===== src/hdl/rau_pkg.sv =====
// Types and codes shared by the rational arithmetic unit modules.
`default_nettype none
package rau_pkg;

  typedef enum logic [2:0] {
    CMD_ADD    = 3'd0,
    CMD_SUB    = 3'd1,
    CMD_MUL    = 3'd2,
    CMD_DIV    = 3'd3,
    CMD_REDUCE = 3'd4
  } cmd_t;

  typedef enum logic [1:0] {
    ST_OK       = 2'd0,
    ST_ZERO_DEN = 2'd1,
    ST_OVERFLOW = 2'd2
  } status_t;

  typedef enum logic [3:0] {
    S_IDLE,
    S_MA,
    S_MB,
    S_MC,
    S_MD,
    S_FORM,
    S_GCD,
    S_DIVN,
    S_DIVD
  } state_t;

  typedef enum logic [2:0] {
    G_IDLE,
    G_CHK,
    G_TWO,
    G_AODD,
    G_LOOP
  } gcd_state_t;

  localparam int MAG_BITS = 64;
  localparam int SH_BITS  = 6;

endpackage
`default_nettype wire


===== src/hdl/rau_gcd.sv =====
// Binary GCD of two 64-bit magnitudes, one shift or compare-subtract per cycle.
`default_nettype none
module rau_gcd (
  input  wire logic        clk,
  input  wire logic        rst_n,
  input  wire logic        start,
  input  wire logic [63:0] a_in,
  input  wire logic [63:0] b_in,
  output logic             done,
  output logic [63:0]      gcd
);
  import rau_pkg::*;

  gcd_state_t           state_r, state_nxt;
  logic [63:0]          a_r, a_nxt, b_r, b_nxt;
  logic [SH_BITS-1:0]   sh_r, sh_nxt;

  always_comb begin
    state_nxt = state_r;
    case (state_r)
      G_IDLE: if (start) state_nxt = G_CHK;
      G_CHK: begin
        if (a_r == '0 || b_r == '0) state_nxt = G_LOOP;
        else state_nxt = G_TWO;
      end
      G_TWO:  if (a_r[0] | b_r[0]) state_nxt = G_AODD;
      G_AODD: if (a_r[0]) state_nxt = G_LOOP;
      G_LOOP: if (b_r == '0) state_nxt = G_IDLE;
      default: state_nxt = G_IDLE;
    endcase
  end

  always_comb begin
    a_nxt  = a_r;
    b_nxt  = b_r;
    sh_nxt = sh_r;
    done   = 1'b0;
    gcd    = a_r << sh_r;
    case (state_r)
      G_IDLE: begin
        if (start) begin
          a_nxt  = a_in;
          b_nxt  = b_in;
          sh_nxt = '0;
        end
      end
      G_CHK: begin
        // A zero operand makes the other one the answer.
        if (a_r == '0) begin
          a_nxt = b_r;
          b_nxt = '0;
        end
      end
      G_TWO: begin
        if (!(a_r[0] | b_r[0])) begin
          a_nxt  = a_r >> 1;
          b_nxt  = b_r >> 1;
          sh_nxt = sh_r + 1'b1;
        end
      end
      G_AODD: if (!a_r[0]) a_nxt = a_r >> 1;
      G_LOOP: begin
        if (b_r == '0) begin
          done = 1'b1;
        end else if (!b_r[0]) begin
          b_nxt = b_r >> 1;
        end else if (a_r > b_r) begin
          a_nxt = b_r;
          b_nxt = a_r - b_r;
        end else begin
          b_nxt = b_r - a_r;
        end
      end
      default: ;
    endcase
  end

  always_ff @(posedge clk) begin
    if (!rst_n) state_r <= G_IDLE;
    else state_r <= state_nxt;
    a_r  <= a_nxt;
    b_r  <= b_nxt;
    sh_r <= sh_nxt;
  end

endmodule
`default_nettype wire


===== config.mk =====
export PLATFORM = sky130hd
export DESIGN_NAME = rau_gcd
export DESIGN_NICKNAME = d
export VERILOG_FILES = /design/src/hdl/rau_pkg.sv /design/src/hdl/rau_gcd.sv
export SDC_FILE = /design/constraint.sdc
export NUM_CORES = 1
export LEC_CHECK = 0
export ABC_AREA = 1
export BUFFER_PORTS_ARGS = -buffer_cell sky130_fd_sc_hd__buf_2
export CORE_ASPECT_RATIO = 1.2
export CORE_MARGIN = 5
export CORE_UTILIZATION = 40
export DETAILED_ROUTE_END_ITERATION = 12
export PLACE_DENSITY = 0.64
export SETUP_SLACK_MARGIN = 0.4
export SYNTH_ARGS = -nofsm -noshare
export SYNTH_HDL_FRONTEND = slang
export SYNTH_SLANG_ARGS = --single-unit

===== constraint.sdc =====
create_clock -name clk -period 7.7 [get_ports clk]
set_input_delay 1.155 -clock clk [delete_from_list [all_inputs] [get_ports clk]]
set_output_delay 1.155 -clock clk [all_outputs]
set_load 0.02 [all_outputs]

==> results.cfg <==
[run_status]
outcome = finished, final reports clean

[synthesis]
synthCells = 3936
synth-main-ff-cell = sky130_fd_sc_hd__edfxtp_1
synth.cells.most_frequent = sky130_fd_sc_hd__nand2_1, sky130_fd_sc_hd__inv_1, sky130_fd_sc_hd__nand3_1, sky130_fd_sc_hd__o21ai_0, sky130_fd_sc_hd__nor2_1
synthMuxAreaShare_pct = 3.20
post-synth-top-count-cell = sky130_fd_sc_hd__nand2_1
yosysTopAreaCell = sky130_fd_sc_hd__nand2_1
synth.ff_latch_count = 137
synth-edff-count = 134
synth_area_leaders = sky130_fd_sc_hd__nand2_1, sky130_fd_sc_hd__edfxtp_1, sky130_fd_sc_hd__inv_1
synthesized_area_fraction_occupied_by_ao_oa_aoi_and_oai_cells_pct = 14.3
synth_top_family_by_area = simple AND/OR/NAND/NOR gates
synth-async-reset-ratio_pct = 0
post_synth_xor_area_fraction_pct = 2.08
synth_fa_ha_area_share_pct = 7.43
synth_simple_gate_area_share_pct = 40.4
yosysTopAreaCellShare_pct = 25.9
syn_area_per_cell_um2 = 5.66
syn-num-nets = 4198
yosysSeqAreaShare_pct = 18.3
yosysWarnings = 0
post_synth_instance_area_um2 = 22300
post_synth_num_cell_types = 51

[die]
floorplan.initialDensity_pct = 40.5
i_o_pin_total = 196
floorplan.die_area_um2 = 60500
core_region_area_um2 = 55000
die-width_um = 225
die_height_um = 268
rows = 94

[detailed_routing]
vias = 26500
remaining_drc_errors = 0
drt-initial-drc-count = 3110
vias_per_cell = 5.56
drt_wl_total_um = 101000
postRouteAntennaNets = 0
first_pass_iters = 6
wire_per_inst_um = 21.2

[critical_path]
crit_top_cell = sky130_fd_sc_hd__nand2_1
end_kind = output pin
worstSetupPathType = flop to output pin
rrSetupSlack_ns = 3.00
timing.critical_path.from_type = flop
ordered_list_of_cells_on_the_worst_path = buf_4, buf_4, nand2_1, o21ai_0, mux2i_1, o21ai_0, nand2_1, o21ai_0, nand2_1, nand2_1, nand2_1, o21ai_0, buf_2
regToRegStartpoint = a_r[0]
timing.critical_path.max_delay_family = buffers and inverters
worst_r2r_path_depth = 19
crit-reg2reg-capture = a_r[63]
worst_ep_arrival_time_ns = 3.65
crit_buf_inv = 3
slowest_delay_ns = 0.68
crit_path_max_fanout = 104
cpMaxStageDelayCell = sky130_fd_sc_hd__buf_4
cp_data_required_time_ns = 6.55

[timing]
tightest_slew_margin_relative_to_the_limit_pct = 23.2
fin_crit_ns = 4.80
finalSetupViolations = 0
final-max-slew-violation-count = 0
timing_worst_slew_pin_value_ns = 1.14
clock-skew-final_ns = 0.0219
setup_tns_ns = 0
max_freq_mhz = 208
min_period_over_period_pct = 62.3
rsz0062_at_grt = false
finalHoldViolations = 0

[min_path]
hold_path.class = flop to flop
hold_path_end = state_r[1]
min_path_cells = 2
hp-start = state_r[1]

[finish]
post_route_cells_drive_above_1_share_pct = 8.38
layout.nets = 4293
finalCoreUtilization_pct = 44.3
antennaDiodeCount = 0
area_delta_synth_final_pct = 9.50
fillerInstances = 6106

[cts]
post_cts.repair.setup_buffers = 0
ctsHtreeMaxLevel = 4
clkSlewWorstSetupHoldPaths_ns = 0.07
clk-insertion-delay-late_ns = 0.46
root_buffer = sky130_fd_sc_hd__clkbuf_16
cts.repair.resized = 0
number_of_buffers_between_clock_root_and_the_deepest_sink = 2
cts_inserted_buffers = 17
numClockSinks = 137
tritoncts = done
cts_hold_repair.buffers = 0

[global_routing]
grt.overflow.total = 0
grt_first_pass_wirelength_um = 147000
largest_net_degree_at_the_start_of_global_routing = 105
global_route.usage.total_pct = 31.9
grt_pass1_vias = 24400
grt_antenna_before_repair = 1

[placement]
numPortBuffers = 195
dp_hpwl_um = 83500
globalplace.congestion = 1.08

[run]
drv.max_cap_violation_count = 0
==> worst reg2reg max path, stage by stage (launching register included) <==
cell                       delay, ns
sky130_fd_sc_hd__edfxtp_1       0.36
sky130_fd_sc_hd__clkinv_1       0.28
sky130_fd_sc_hd__ha_1           0.37
sky130_fd_sc_hd__inv_1          0.21
sky130_fd_sc_hd__fa_1           0.34
sky130_fd_sc_hd__nand3_1        0.10
sky130_fd_sc_hd__nand3_1        0.17
sky130_fd_sc_hd__nand2_1        0.07
sky130_fd_sc_hd__nand2_1        0.15
sky130_fd_sc_hd__nand2_1        0.09
sky130_fd_sc_hd__nand2_2        0.09
sky130_fd_sc_hd__nand2_2        0.06
sky130_fd_sc_hd__nand2_2        0.08
sky130_fd_sc_hd__nand2_2        0.08
sky130_fd_sc_hd__nand2_2        0.13
sky130_fd_sc_hd__nand2_2        0.33
sky130_fd_sc_hd__o21ai_1        0.25
sky130_fd_sc_hd__nand2_1        0.10
sky130_fd_sc_hd__nor3_2         0.67
sky130_fd_sc_hd__buf_12         0.37
==> cells in the final DEF, fill, tap and decap left out, types with 5 or more instances in the layout <==
cell type                   instances
sky130_fd_sc_hd__nand3_1          267
sky130_fd_sc_hd__nor2_4             9
sky130_fd_sc_hd__a21oi_1          173
sky130_fd_sc_hd__nor3_1            25
sky130_fd_sc_hd__buf_2            195
sky130_fd_sc_hd__ha_1             129
sky130_fd_sc_hd__o211ai_1           8
sky130_fd_sc_hd__nand2_2           13
sky130_fd_sc_hd__o31ai_1            6
sky130_fd_sc_hd__o221ai_1          62
sky130_fd_sc_hd__nor2_1           206
sky130_fd_sc_hd__nand3_2            8
sky130_fd_sc_hd__o21bai_1           6
sky130_fd_sc_hd__inv_1            649
sky130_fd_sc_hd__a22oi_1           54
sky130_fd_sc_hd__o21ai_1           11
sky130_fd_sc_hd__nor2_2             5
sky130_fd_sc_hd__nand4_1           59
sky130_fd_sc_hd__or2_2             20
sky130_fd_sc_hd__inv_6              5
sky130_fd_sc_hd__xnor2_1           19
sky130_fd_sc_hd__nor4_1            15
sky130_fd_sc_hd__buf_4             24
sky130_fd_sc_hd__nand2_1         1537
sky130_fd_sc_hd__xor2_1            34
sky130_fd_sc_hd__o21ai_0          214
sky130_fd_sc_hd__edfxtp_1         134
sky130_fd_sc_hd__mux2i_1           69
sky130_fd_sc_hd__inv_2             18
sky130_fd_sc_hd__and2_1            10
sky130_fd_sc_hd__clkbuf_16         17
==> kinds of logic after synthesis <==
kind of cell,count (synthesis)
compound gates,547
xor+xnor,53
fa+ha+maj,131
buf+inv,814
flops,137
mux,71
simple gates,2183
==> area by class of cell <==
| cell class | count | area, um2 | area share [%] |
|---|---|---|---|
| Multi-Input combinational cell | 2985 | 15100 | 61.9 |
| Sequential cell | 137 | 4080 | 16.7 |
| Inverter | 670 | 2520 | 10.3 |
| Timing Repair Buffer | 220 | 1180 | 4.82 |
| Tap cell | 720 | 901 | 3.69 |
| Clock buffer | 19 | 453 | 1.86 |
| Clock inverter | 13 | 159 | 0.652 |
==> state kept, by name (all words and copies together) (netlist names) <==
| register | cells |
|---|---|
| a_r | 64 |
| b_r | 64 |
| state_r | 3 |
| sh_r | 6 |
==> worst max-delay path by stage <==
stage	startpoint	end	slack [ns]	cells past startpoint
after floorplan	a_r[0]	a_r[10]	0.55	19
after global placement	a_r[0]	a_r[63]	3.27	19
after detailed placement	a_r[0]	a_r[58]	3.15	19
after CTS	sh_r[0]	gcd[61]	3.01	13
after global routing	sh_r[0]	gcd[54]	2.63	12
final	sh_r[0]	gcd[61]	2.90	13
==> routing by layer <==
metal	global-route usage, %	share of wire [%]	vias up
met1	42.8	41	12000
met3	4.56	9.8	234
met4	17.9	6.6	0
met5	0	0	-
li1	-	-	12800
met2	49.6	43	1462
==> stage by stage <==
stage,area (um2),worst slack (ns),instances,hold WS [ns]
finish,24400,2.90,4764,0.525
global route,24400,2.63,4764,0.547
CTS,24400,3.01,4764,0.516
detailed placement,23800,3.15,4732,0.504
global placement,23800,3.27,4732,0.502
floorplan,22300,0.551,3936,0.468
Power is left out: the tool's default activity adds up to more than one toggle a clock period on the data nets, which glitch-free logic cannot reach.
