===== src/hdl/rau_pkg.sv =====
// Types and codes shared by the rational arithmetic unit modules.
`default_nettype none
package rau_pkg;

  typedef enum logic [2:0] {
    CMD_ADD    = 3'd0,
    CMD_SUB    = 3'd1,
    CMD_MUL    = 3'd2,
    CMD_DIV    = 3'd3,
    CMD_REDUCE = 3'd4
  } cmd_t;

  typedef enum logic [1:0] {
    ST_OK       = 2'd0,
    ST_ZERO_DEN = 2'd1,
    ST_OVERFLOW = 2'd2
  } status_t;

  typedef enum logic [3:0] {
    S_IDLE,
    S_MA,
    S_MB,
    S_MC,
    S_MD,
    S_FORM,
    S_GCD,
    S_DIVN,
    S_DIVD
  } state_t;

  typedef enum logic [2:0] {
    G_IDLE,
    G_CHK,
    G_TWO,
    G_AODD,
    G_LOOP
  } gcd_state_t;

  localparam int MAG_BITS = 64;
  localparam int SH_BITS  = 6;

endpackage
`default_nettype wire


===== src/hdl/rau_div.sv =====
// Restoring divider for 64-bit magnitudes, one quotient bit per cycle.
`default_nettype none
module rau_div (
  input  wire logic        clk,
  input  wire logic        rst_n,
  input  wire logic        start,
  input  wire logic [63:0] dividend,
  input  wire logic [63:0] divisor,
  output logic             done,
  output logic [63:0]      quotient
);
  import rau_pkg::*;

  logic              busy_r, done_r;
  logic [5:0]        cnt_r;
  logic [64:0]       rem_r;
  logic [63:0]       dvd_r, dvs_r;
  logic [64:0]       trial;
  logic              fits;

  assign trial    = {rem_r[63:0], dvd_r[63]};
  assign fits     = trial >= {1'b0, dvs_r};
  assign done     = done_r;
  assign quotient = dvd_r;

  always_ff @(posedge clk) begin
    if (!rst_n) begin
      busy_r <= 1'b0;
      done_r <= 1'b0;
      cnt_r  <= '0;
    end else begin
      done_r <= 1'b0;
      if (start) begin
        busy_r <= 1'b1;
        cnt_r  <= '0;
      end else if (busy_r) begin
        cnt_r <= cnt_r + 1'b1;
        if (cnt_r == 6'(MAG_BITS - 1)) begin
          busy_r <= 1'b0;
          done_r <= 1'b1;
        end
      end
    end
    if (start) begin
      rem_r <= '0;
      dvd_r <= dividend;
      dvs_r <= divisor;
    end else if (busy_r) begin
      // The dividend register fills with quotient bits from the bottom.
      rem_r <= fits ? trial - {1'b0, dvs_r} : trial;
      dvd_r <= {dvd_r[62:0], fits};
    end
  end

endmodule
`default_nettype wire


===== config.mk =====
export PLATFORM = sky130hd
export DESIGN_NAME = rau_div
export DESIGN_NICKNAME = d
export VERILOG_FILES = /design/src/hdl/rau_pkg.sv /design/src/hdl/rau_div.sv
export SDC_FILE = /design/constraint.sdc
export NUM_CORES = 1
export LEC_CHECK = 0
export ABC_AREA = 0
export BUFFER_PORTS_ARGS = -buffer_cell sky130_fd_sc_hd__buf_2
export CAP_MARGIN = 5
export CORE_ASPECT_RATIO = 0.5
export CORE_UTILIZATION = 45
export DETAILED_ROUTE_END_ITERATION = 16
export GPL_ROUTABILITY_DRIVEN = 0
export PLACE_DENSITY = 0.73
export SYNTH_ARGS = -nofsm -noshare
export SYNTH_HDL_FRONTEND = slang
export SYNTH_SLANG_ARGS = --single-unit

===== constraint.sdc =====
create_clock -name clk -period 3.4 [get_ports clk]
set_input_delay 0.17 -clock clk [delete_from_list [all_inputs] [get_ports clk]]
set_output_delay 0.17 -clock clk [all_outputs]
set_load 0.05 [all_outputs]

==> results of run 1 <==
[cells in the mapped netlist, drive strengths merged (2+ instances only)]
library cell / instances
mux2: 71
a211oi: 36
a21oi: 107
nor3: 16
or4: 3
nor4: 4
a211o: 2
a31oi: 8
nand4: 25
nor2b: 9
nand3: 15
ha: 65
mux2i: 11
o22ai: 2
or3: 3
a21o: 35
a221oi: 4
inv: 80
edfxtp: 128
dfxtp: 72
a2111oi: 3
o31ai: 5
o211ai: 12
o21ai: 50
nand2: 112
and2: 5
xnor2: 42
a41oi: 4
a21boi: 5
o211a: 4
and3: 16
a41o: 2
o221ai: 5
buf: 24
clkbuf: 43
o311ai: 2
nand2b: 7
a22oi: 2
nor2: 120
xor2: 14
o21bai: 12
a311oi: 19
o21a: 7
[flip-flops by register name, indices dropped and copies added (netlist names)]
name,flops
dvs_r,64
quotient,64
rem_r,64
cnt_r,6
busy_r,1
done,1
[metrics by stage]
step	hold slack (ns)	setup TNS, ns	setup slack [ns]
after detailed placement	0.348	-0.0461	-0.0191
after CTS	0.0000558	0	0.0463
final	0.0113	0	0.0879
after global placement	0.346	0	0.0747
after global routing	-0.000141	-0.238	-0.0564
after floorplan	0.269	0	0.107
[metal layers]
metal  routed length [um]  global-route usage (%)
met1                13700                    29.0
met2                14400                    38.0
met3                 1550                    5.21
met4                  528                    6.67
met5                    0                       0
[cell type report]
class	count	area (um^2)	share of cell area, %
Clock buffer	18	429	2.85
Clock inverter	14	158	1.05
Sequential cell	200	5290	35.1
Tap cell	344	430	2.86
Inverter	80	300	1.99
Multi-Input combinational cell	876	6160	40.9
Timing Repair Buffer	334	2290	15.2
[power groups by stage]
stage | Combinational, mW | Clock (mW) | Sequential (mW)
after floorplan | 1.32 | 0 | 3.27
after global placement | 2.15 | 0 | 3.00
after detailed placement | 2.18 | 0 | 3.01
after CTS | 2.28 | 2.09 | 2.96
after global routing | 2.56 | 2.18 | 2.98
final | 2.36 | 2.05 | 2.96
[worst register-to-register path, cell delays in order (launching register included)]
cell and delay [ns]:
sky130_fd_sc_hd__edfxtp_1 0.33, sky130_fd_sc_hd__inv_1 0.04, sky130_fd_sc_hd__ha_1 0.34, sky130_fd_sc_hd__a21oi_1 0.29, sky130_fd_sc_hd__o221ai_1 0.17, sky130_fd_sc_hd__a31oi_1 0.23
sky130_fd_sc_hd__o21ai_2 0.10, sky130_fd_sc_hd__a311oi_2 0.44, sky130_fd_sc_hd__o21ai_4 0.14, sky130_fd_sc_hd__a211oi_4 0.36, sky130_fd_sc_hd__buf_4 0.29, sky130_fd_sc_hd__buf_4 0.17
sky130_fd_sc_hd__nor2_1 0.04, sky130_fd_sc_hd__mux2i_1 0.13, sky130_fd_sc_hd__a211oi_1 0.08
[cell families (layout without fill, tap and decap cells)]
family | Yosys count | in the layout | share of synthesized area, %
adder cells (fa/ha/maj) | 66 | 66 | 7.01
XOR/XNOR | 56 | 56 | 4.12
buffers and inverters | 147 | 446 | 5.10
AND/OR/NAND/NOR | 339 | 339 | 12.8
multiplexers | 82 | 82 | 7.65
flip-flops | 200 | 200 | 44.4
AO/OA/AOI/OAI | 333 | 333 | 18.9
[repair_timing]
item                                    CTS  global route
endpoints found under the hold margin    88             6
hold buffers                             88             6
setup buffers                             0             1
pin swaps                                 0             7
gates resized for setup                   2            35
endpoints found under the setup margin   17            46
[how the worst max path moves through the flow]
stage	start	slack [ns]	depth (start not counted)	endpoint
floorplan	quotient[63]	0.11	13	rem_r[60]
detailed placement	dvs_r[44]	-0.02	13	rem_r[28]
global placement	dvs_r[44]	0.07	13	rem_r[47]
CTS	dvs_r[44]	0.05	13	rem_r[28]
finish	dvs_r[32]	0.09	14	rem_r[54]
global route	dvs_r[42]	-0.06	13	rem_r[58]
==> out/qor.tcl, run 1 <==
set qor(status) {completed}
set qor(grt_setup_unrepaired) {true}
set qor(layout_worst_path_cycle_share_pct) 97.4
set qor(r2r.worst_path.cells) 14
set qor(first_pass_iters) 5
set qor(synth_sequential_area_ratio_pct) 44.4
set qor(layout-drive-gt1-share_pct) 25.3
set qor(layout_commonest_cell) {sky130_fd_sc_hd__buf_2}
set qor(worst_max_slew_margin_expressed_relative_to_the_limit_pct) 30.0
set qor(p_comb_share_pct) 32.0
set qor(final_area_um2) 15100
set qor(ys_ff_latch) 200
set qor(finClkSkew_ns) 0.0156
set qor(grt_start_max_net_pins) 102
set qor(power_leakage_nw) 6.47
set qor(timing.critical_path.required_ns) 3.70
set qor(min_path_cells) 2
set qor(final_cells) 1866
set qor(clock_tree.htree_level_count) 4
set qor(fillerInstances) 2151
set qor(ctsLongestPathBuffers) 2
set qor(fmaxAchievable_mhz) 302
set qor(routed_via_density) 5.52
set qor(start_util_pct) 46.6
set qor(syn_area_per_cell_um2) 9.73
set qor(worstPathBufferInverterCount) 3
set qor(number_of_enable_type_register_cells_in_the_synthesized_netlist) 128
set qor(placed_cells) 1739
set qor(powerDensity_nw_per_um2) 489
set qor(peakVddDrop_v) 0.000318
set qor(setup_violations) 0
set qor(synth.top_cell.area_share_pct) 32.3
set qor(total_overflow_reported_by_the_global_router) 0
set qor(io_pins) 196
set qor(die_x_um) 232
set qor(fin_nets) 1706
set qor(grt_usage_pct) 22.5
set qor(finalMaxSlewViolations) 0
set qor(post_place_instance_area_um2) 13400
set qor(yosys.cell_types.count) 69
set qor(min-delay-start) {dividend[10]}
set qor(worst_setup_hold_path_clk_slew_ns) 0.08
set qor(clock-sinks) 200
set qor(die_h_um) 117
set qor(critical_path.reg2reg.startpoint) {dvs_r[32]}
set qor(asyncSetResetFlopFracSynth_pct) 0
set qor(synth_nets) 1420
set qor(rows) 41
set qor(whs_endpoint) {quotient[10]}
set qor(wl_per_instance_um) 16.2
set qor(synth_flop_cell) {sky130_fd_sc_hd__edfxtp_1}
set qor(first_pass_grt_wire_length_um) 48500
set qor(final_core_util_pct) 58.9
set qor(internal_power_mw) 4.81
set qor(diodes) 0
set qor(placeableCoreArea_um2) 25500
set qor(netSwitchingPower_mw) 2.56
set qor(synth.largest_area_cell) {sky130_fd_sc_hd__edfxtp_1}
set qor(post-route-drc-count) 0
set qor(r2r_setup_slack_ns) 0.09
set qor(totalPowerFinal_mw) 7.37
set qor(max_cap_violations) 0
set qor(crit_fanout) 15
set qor(tritoncts) {done}
set qor(timing_hold_violations_final) 0
set qor(critical_path.slowest_cell) {sky130_fd_sc_hd__a311oi_2}
set qor(worst_skew_pair.late_latency_ns) 0.46
set qor(highest_count_cells_in_the_layout_ignoring_fill_and_taps) {194 x sky130_fd_sc_hd__buf_2, 128 x sky130_fd_sc_hd__edfxtp_1, 116 x sky130_fd_sc_hd__nor2_1}
set qor(path_common_cell) {sky130_fd_sc_hd__buf_4}
set qor(route.vias.total) 10300
set qor(syn_inst) 1223
set qor(power.share.sequential_pct) 40.1
set qor(transition_at_the_pin_with_the_smallest_max_transition_slack_ns) 1.05
set qor(crit_path_cell_trace) {inv_1, ha_1, a21oi_1, o221ai_1, a31oi_1, o21ai_2, a311oi_2, o21ai_4, a211oi_4, buf_4, buf_4, nor2_1, mux2i_1, a211oi_1}
set qor(numPortBuffers) 195
set qor(timing.setup.critical_path_class) {reg -> reg}
set qor(timing.hold.worst.class) {in -> reg}
set qor(vias_in_the_first_global_route) 9838
set qor(root_buffer) {sky130_fd_sc_hd__clkbuf_16}
set qor(detailedPlacementHpwl_um) 21300
set qor(post_synth_main_area_contributors) {sky130_fd_sc_hd__edfxtp_1 32%, sky130_fd_sc_hd__dfxtp_1 12%, sky130_fd_sc_hd__ha_1 6.8%, sky130_fd_sc_hd__mux2_2 6.5%, sky130_fd_sc_hd__a21oi_1 4.3%}
set qor(switching_share_pct) 34.8
set qor(cts-buffers-inserted) 17
set qor(crit-reg2reg-capture) {rem_r[54]}
set qor(initial_antenna_violation_count) 0
set qor(final_antenna_net_count) 0
set qor(synth_area_um2) 11900
set qor(p_clk_share_pct) 27.9
set qor(wl_um) 30200
set qor(cp-start-kind) {flop}
set qor(area_growth_syn_to_layout_pct) 26.6
set qor(first_iter_violations) 747
set qor(worst_ep_arrival_time_ns) 3.62
set qor(die_area_um2) 27100
set qor(finalCriticalPeriod_ns) 3.31
set qor(yosysWarningCount) 0
set qor(critical-path-max-stage-delay_ns) 0.44
set qor(cp-end-kind) {flop}
set qor(crit_family) {compound AO/OA/AOI/OAI gates}
No activity file was read; power rests on OpenSTA's default activity.
==> inputs of run 2 (changes only) <==
Settings changed: CORE_UTILIZATION 45 to 42, CTS_BUF_LIST set to sky130_fd_sc_hd__clkbuf_8, CTS_CLUSTER_SIZE set to 16, PLACE_DENSITY 0.73 to 0.69.
==> run 2 against run 1 <==
Compared with the run above:
- sequential share of layout area shrank 0.44 points
- cell count grew 3.6%
- critical path depth shrank 2
- worst hold slack gained 0.35 ns
- core utilization shrank 4.0 points
- via count grew 1.3%
- maximum frequency grew 2.6%
- non-clock buffer count grew 29
- wire length grew 2.6%
- first-iteration DRC count grew 0.40%
- sequential cell count is the same
- global-route usage shrank 0.69 points
- critical endpoint is now rem_r[59]
- largest cell class unchanged
- highest routed layer unchanged
==> out/qor.tcl, run 2 (synthesized netlist as in run 1, its figures left out) <==
set qor(grt_start_max_net_pins) 105 ;# +2.9%
set qor(timing.critical_path.required_ns) 3.77 ;# +0.07 ns
set qor(timing.hold.worst.class) {in -> reg}
set qor(post-route-drc-count) 0 ;# unchanged
set qor(final_area_um2) 15200 ;# +1.3%
set qor(worst_skew_pair.late_latency_ns) 0.51 ;# +0.05 ns
set qor(crit_fanout) 7 ;# -8
set qor(powerDensity_nw_per_um2) 452 ;# -7.7%
set qor(transition_at_the_pin_with_the_smallest_max_transition_slack_ns) 0.821 ;# -0.230 ns
set qor(power_leakage_nw) 6.50 ;# +0.48%
set qor(vias_in_the_first_global_route) 10400 ;# +5.7%
set qor(final_antenna_net_count) 0 ;# unchanged
set qor(worst_ep_arrival_time_ns) 3.59 ;# -0.03 ns
set qor(post_place_instance_area_um2) 13400 ;# about the same
set qor(cts-buffers-inserted) 17 ;# unchanged
set qor(finalCriticalPeriod_ns) 3.23 ;# -0.0847 ns
set qor(io_pins) 196 ;# unchanged
set qor(area_growth_syn_to_layout_pct) 28.2
set qor(die_h_um) 121 ;# +3.4%
set qor(finalMaxSlewViolations) 0 ;# unchanged
set qor(timing.setup.critical_path_class) {reg -> reg}
set qor(finClkSkew_ns) 0.0168 ;# +0.00121 ns
set qor(numPortBuffers) 195 ;# unchanged
set qor(diodes) 0 ;# unchanged
set qor(die_area_um2) 29000 ;# +7.0%
set qor(wl_um) 31000 ;# +2.6%
set qor(layout_commonest_cell) {sky130_fd_sc_hd__buf_2}
set qor(initial_antenna_violation_count) 0 ;# unchanged
set qor(route.vias.total) 10400 ;# +1.3%
set qor(rows) 43 ;# +4.9%
set qor(first_pass_iters) 5 ;# unchanged
set qor(r2r_setup_slack_ns) 0.17 ;# +0.08 ns
set qor(root_buffer) {sky130_fd_sc_hd__clkbuf_8}
set qor(ctsLongestPathBuffers) 2 ;# unchanged
set qor(first_iter_violations) 750 ;# +0.40%
set qor(wl_per_instance_um) 16.0 ;# -0.96%
set qor(multi_input_gate_area_in_the_final_layout_um2) 6180 ;# +0.26%
set qor(final_cells) 1933 ;# +3.6%
set qor(timing_hold_violations_final) 0 ;# unchanged
set qor(first_pass_grt_wire_length_um) 50700 ;# +4.6%
set qor(layout_worst_path_cycle_share_pct) 94.9 ;# -2.5 points
set qor(worst_setup_hold_path_clk_slew_ns) 0.10 ;# +0.02 ns
set qor(placeableCoreArea_um2) 27800 ;# +8.7%
set qor(detailedPlacementHpwl_um) 21100 ;# -1.1%
set qor(clock_tree.htree_level_count) 4 ;# unchanged
set qor(fillerInstances) 2476 ;# +15%
set qor(grt_usage_pct) 21.8 ;# -0.69 points
set qor(status) {completed}
set qor(placed_cells) 1768 ;# +1.7%
set qor(tritoncts) {done}
set qor(max_cap_violations) 0 ;# unchanged
set qor(start_util_pct) 42.8 ;# -3.7 points
set qor(whs_ns) 0.366 ;# +0.354 ns
set qor(cp-start-kind) {flop}
set qor(fmaxAchievable_mhz) 310 ;# +2.6%
set qor(die_x_um) 240 ;# +3.5%
set qor(routed_via_density) 5.40 ;# -2.2%
set qor(highest_count_cells_in_the_layout_ignoring_fill_and_taps) {194 x sky130_fd_sc_hd__buf_2, 130 x sky130_fd_sc_hd__dlygate4sd3_1, 128 x sky130_fd_sc_hd__edfxtp_1}
set qor(total_overflow_reported_by_the_global_router) 0 ;# unchanged
set qor(worst_max_slew_margin_expressed_relative_to_the_limit_pct) 45.3 ;# +15 points
set qor(ff_latch_area_um2) 5290 ;# unchanged
set qor(clock-sinks) 200 ;# unchanged
set qor(totalPowerFinal_mw) 6.89 ;# -6.5%
set qor(peakVddDrop_v) 0.000300 ;# -5.7%
set qor(cp-end-kind) {flop}
set qor(setup_violations) 0 ;# unchanged
set qor(final_core_util_pct) 54.9 ;# -4.0 points
set qor(layout-drive-gt1-share_pct) 24.4 ;# -0.92 points
set qor(fin_nets) 1735 ;# +1.7%
run 2: cell count changes in the layout (fill, tap and decap cells not counted), moves of 4 or more:
cell,previous run,this run
sky130_fd_sc_hd__clkbuf_16,17,0
sky130_fd_sc_hd__dlygate4sd3_1,94,130
sky130_fd_sc_hd__clkbuf_8,0,18
sky130_fd_sc_hd__buf_4,41,34
sky130_fd_sc_hd__inv_6,1,5
sky130_fd_sc_hd__inv_8,7,1
run 2: cell type report:
type                    instances  share of cell area, %
clock buffers                  18                   1.62
repair buffers                363                   17.1
clock inverters                14                  0.968
multi-input cells             876                   40.5
well taps                     382                   3.13
flip-flops and latches        200                   34.7
inverters                      80                   1.97
run 2: layer usage:
layer	track usage, %	vias up	wire length (um)
li1	-	5102	-
met1	27.9	4982	14000
met2	36.7	298	14900
met3	4.48	48	1540
met4	7.52	0	611
met5	0	-	0
run 2: timing repair:
action / in CTS / in global routing
hold buffers: 130 / 0
hold endpoints to repair: 150 / 0
gates resized for setup: 0 / 37
endpoints found under the setup margin: 0 / 50
setup buffers: 0 / 3
run 2: worst paths after layout:
check | from | depth (start not counted) | endpoint
worst max-delay path | dvs_r[17] | 12 | rem_r[59]
worst min-delay path | divisor[37] | 2 | dvs_r[37]
worst max register to register | dvs_r[17] | 12 | rem_r[59]
worst min register to register | cnt_r[5] | 2 | cnt_r[5]
run 2: where the power goes:
part / leakage (nW) / total [mW] / switching (mW) / internal (mW)
sequential: 1.86 / 2.97 / 0.135 / 2.83
clock: 0.211 / 1.58 / 0.895 / 0.681
combinational: 4.42 / 2.35 / 1.41 / 0.933
run 2: critical path: stages, from the launching register on:
cell and delay, ns:
sky130_fd_sc_hd__edfxtp_1 0.34, sky130_fd_sc_hd__inv_1 0.06, sky130_fd_sc_hd__ha_1 0.42, sky130_fd_sc_hd__nand2_1 0.08, sky130_fd_sc_hd__o21ai_0 0.40, sky130_fd_sc_hd__nor3b_2 0.11
sky130_fd_sc_hd__a211oi_2 0.49, sky130_fd_sc_hd__a21oi_2 0.15, sky130_fd_sc_hd__a21oi_1 0.37, sky130_fd_sc_hd__a31oi_2 0.19, sky130_fd_sc_hd__xnor2_1 0.16, sky130_fd_sc_hd__a221oi_1 0.27
sky130_fd_sc_hd__nor2_1 0.06
run 2: stage by stage:
stage	setup slack (ns)	TNS (ns)
after floorplan	0.107	0
after global placement	0.162	0
after detailed placement	0.0853	0
after CTS	0.0434	0
after global routing	-0.0225	-0.0459
final	0.173	0
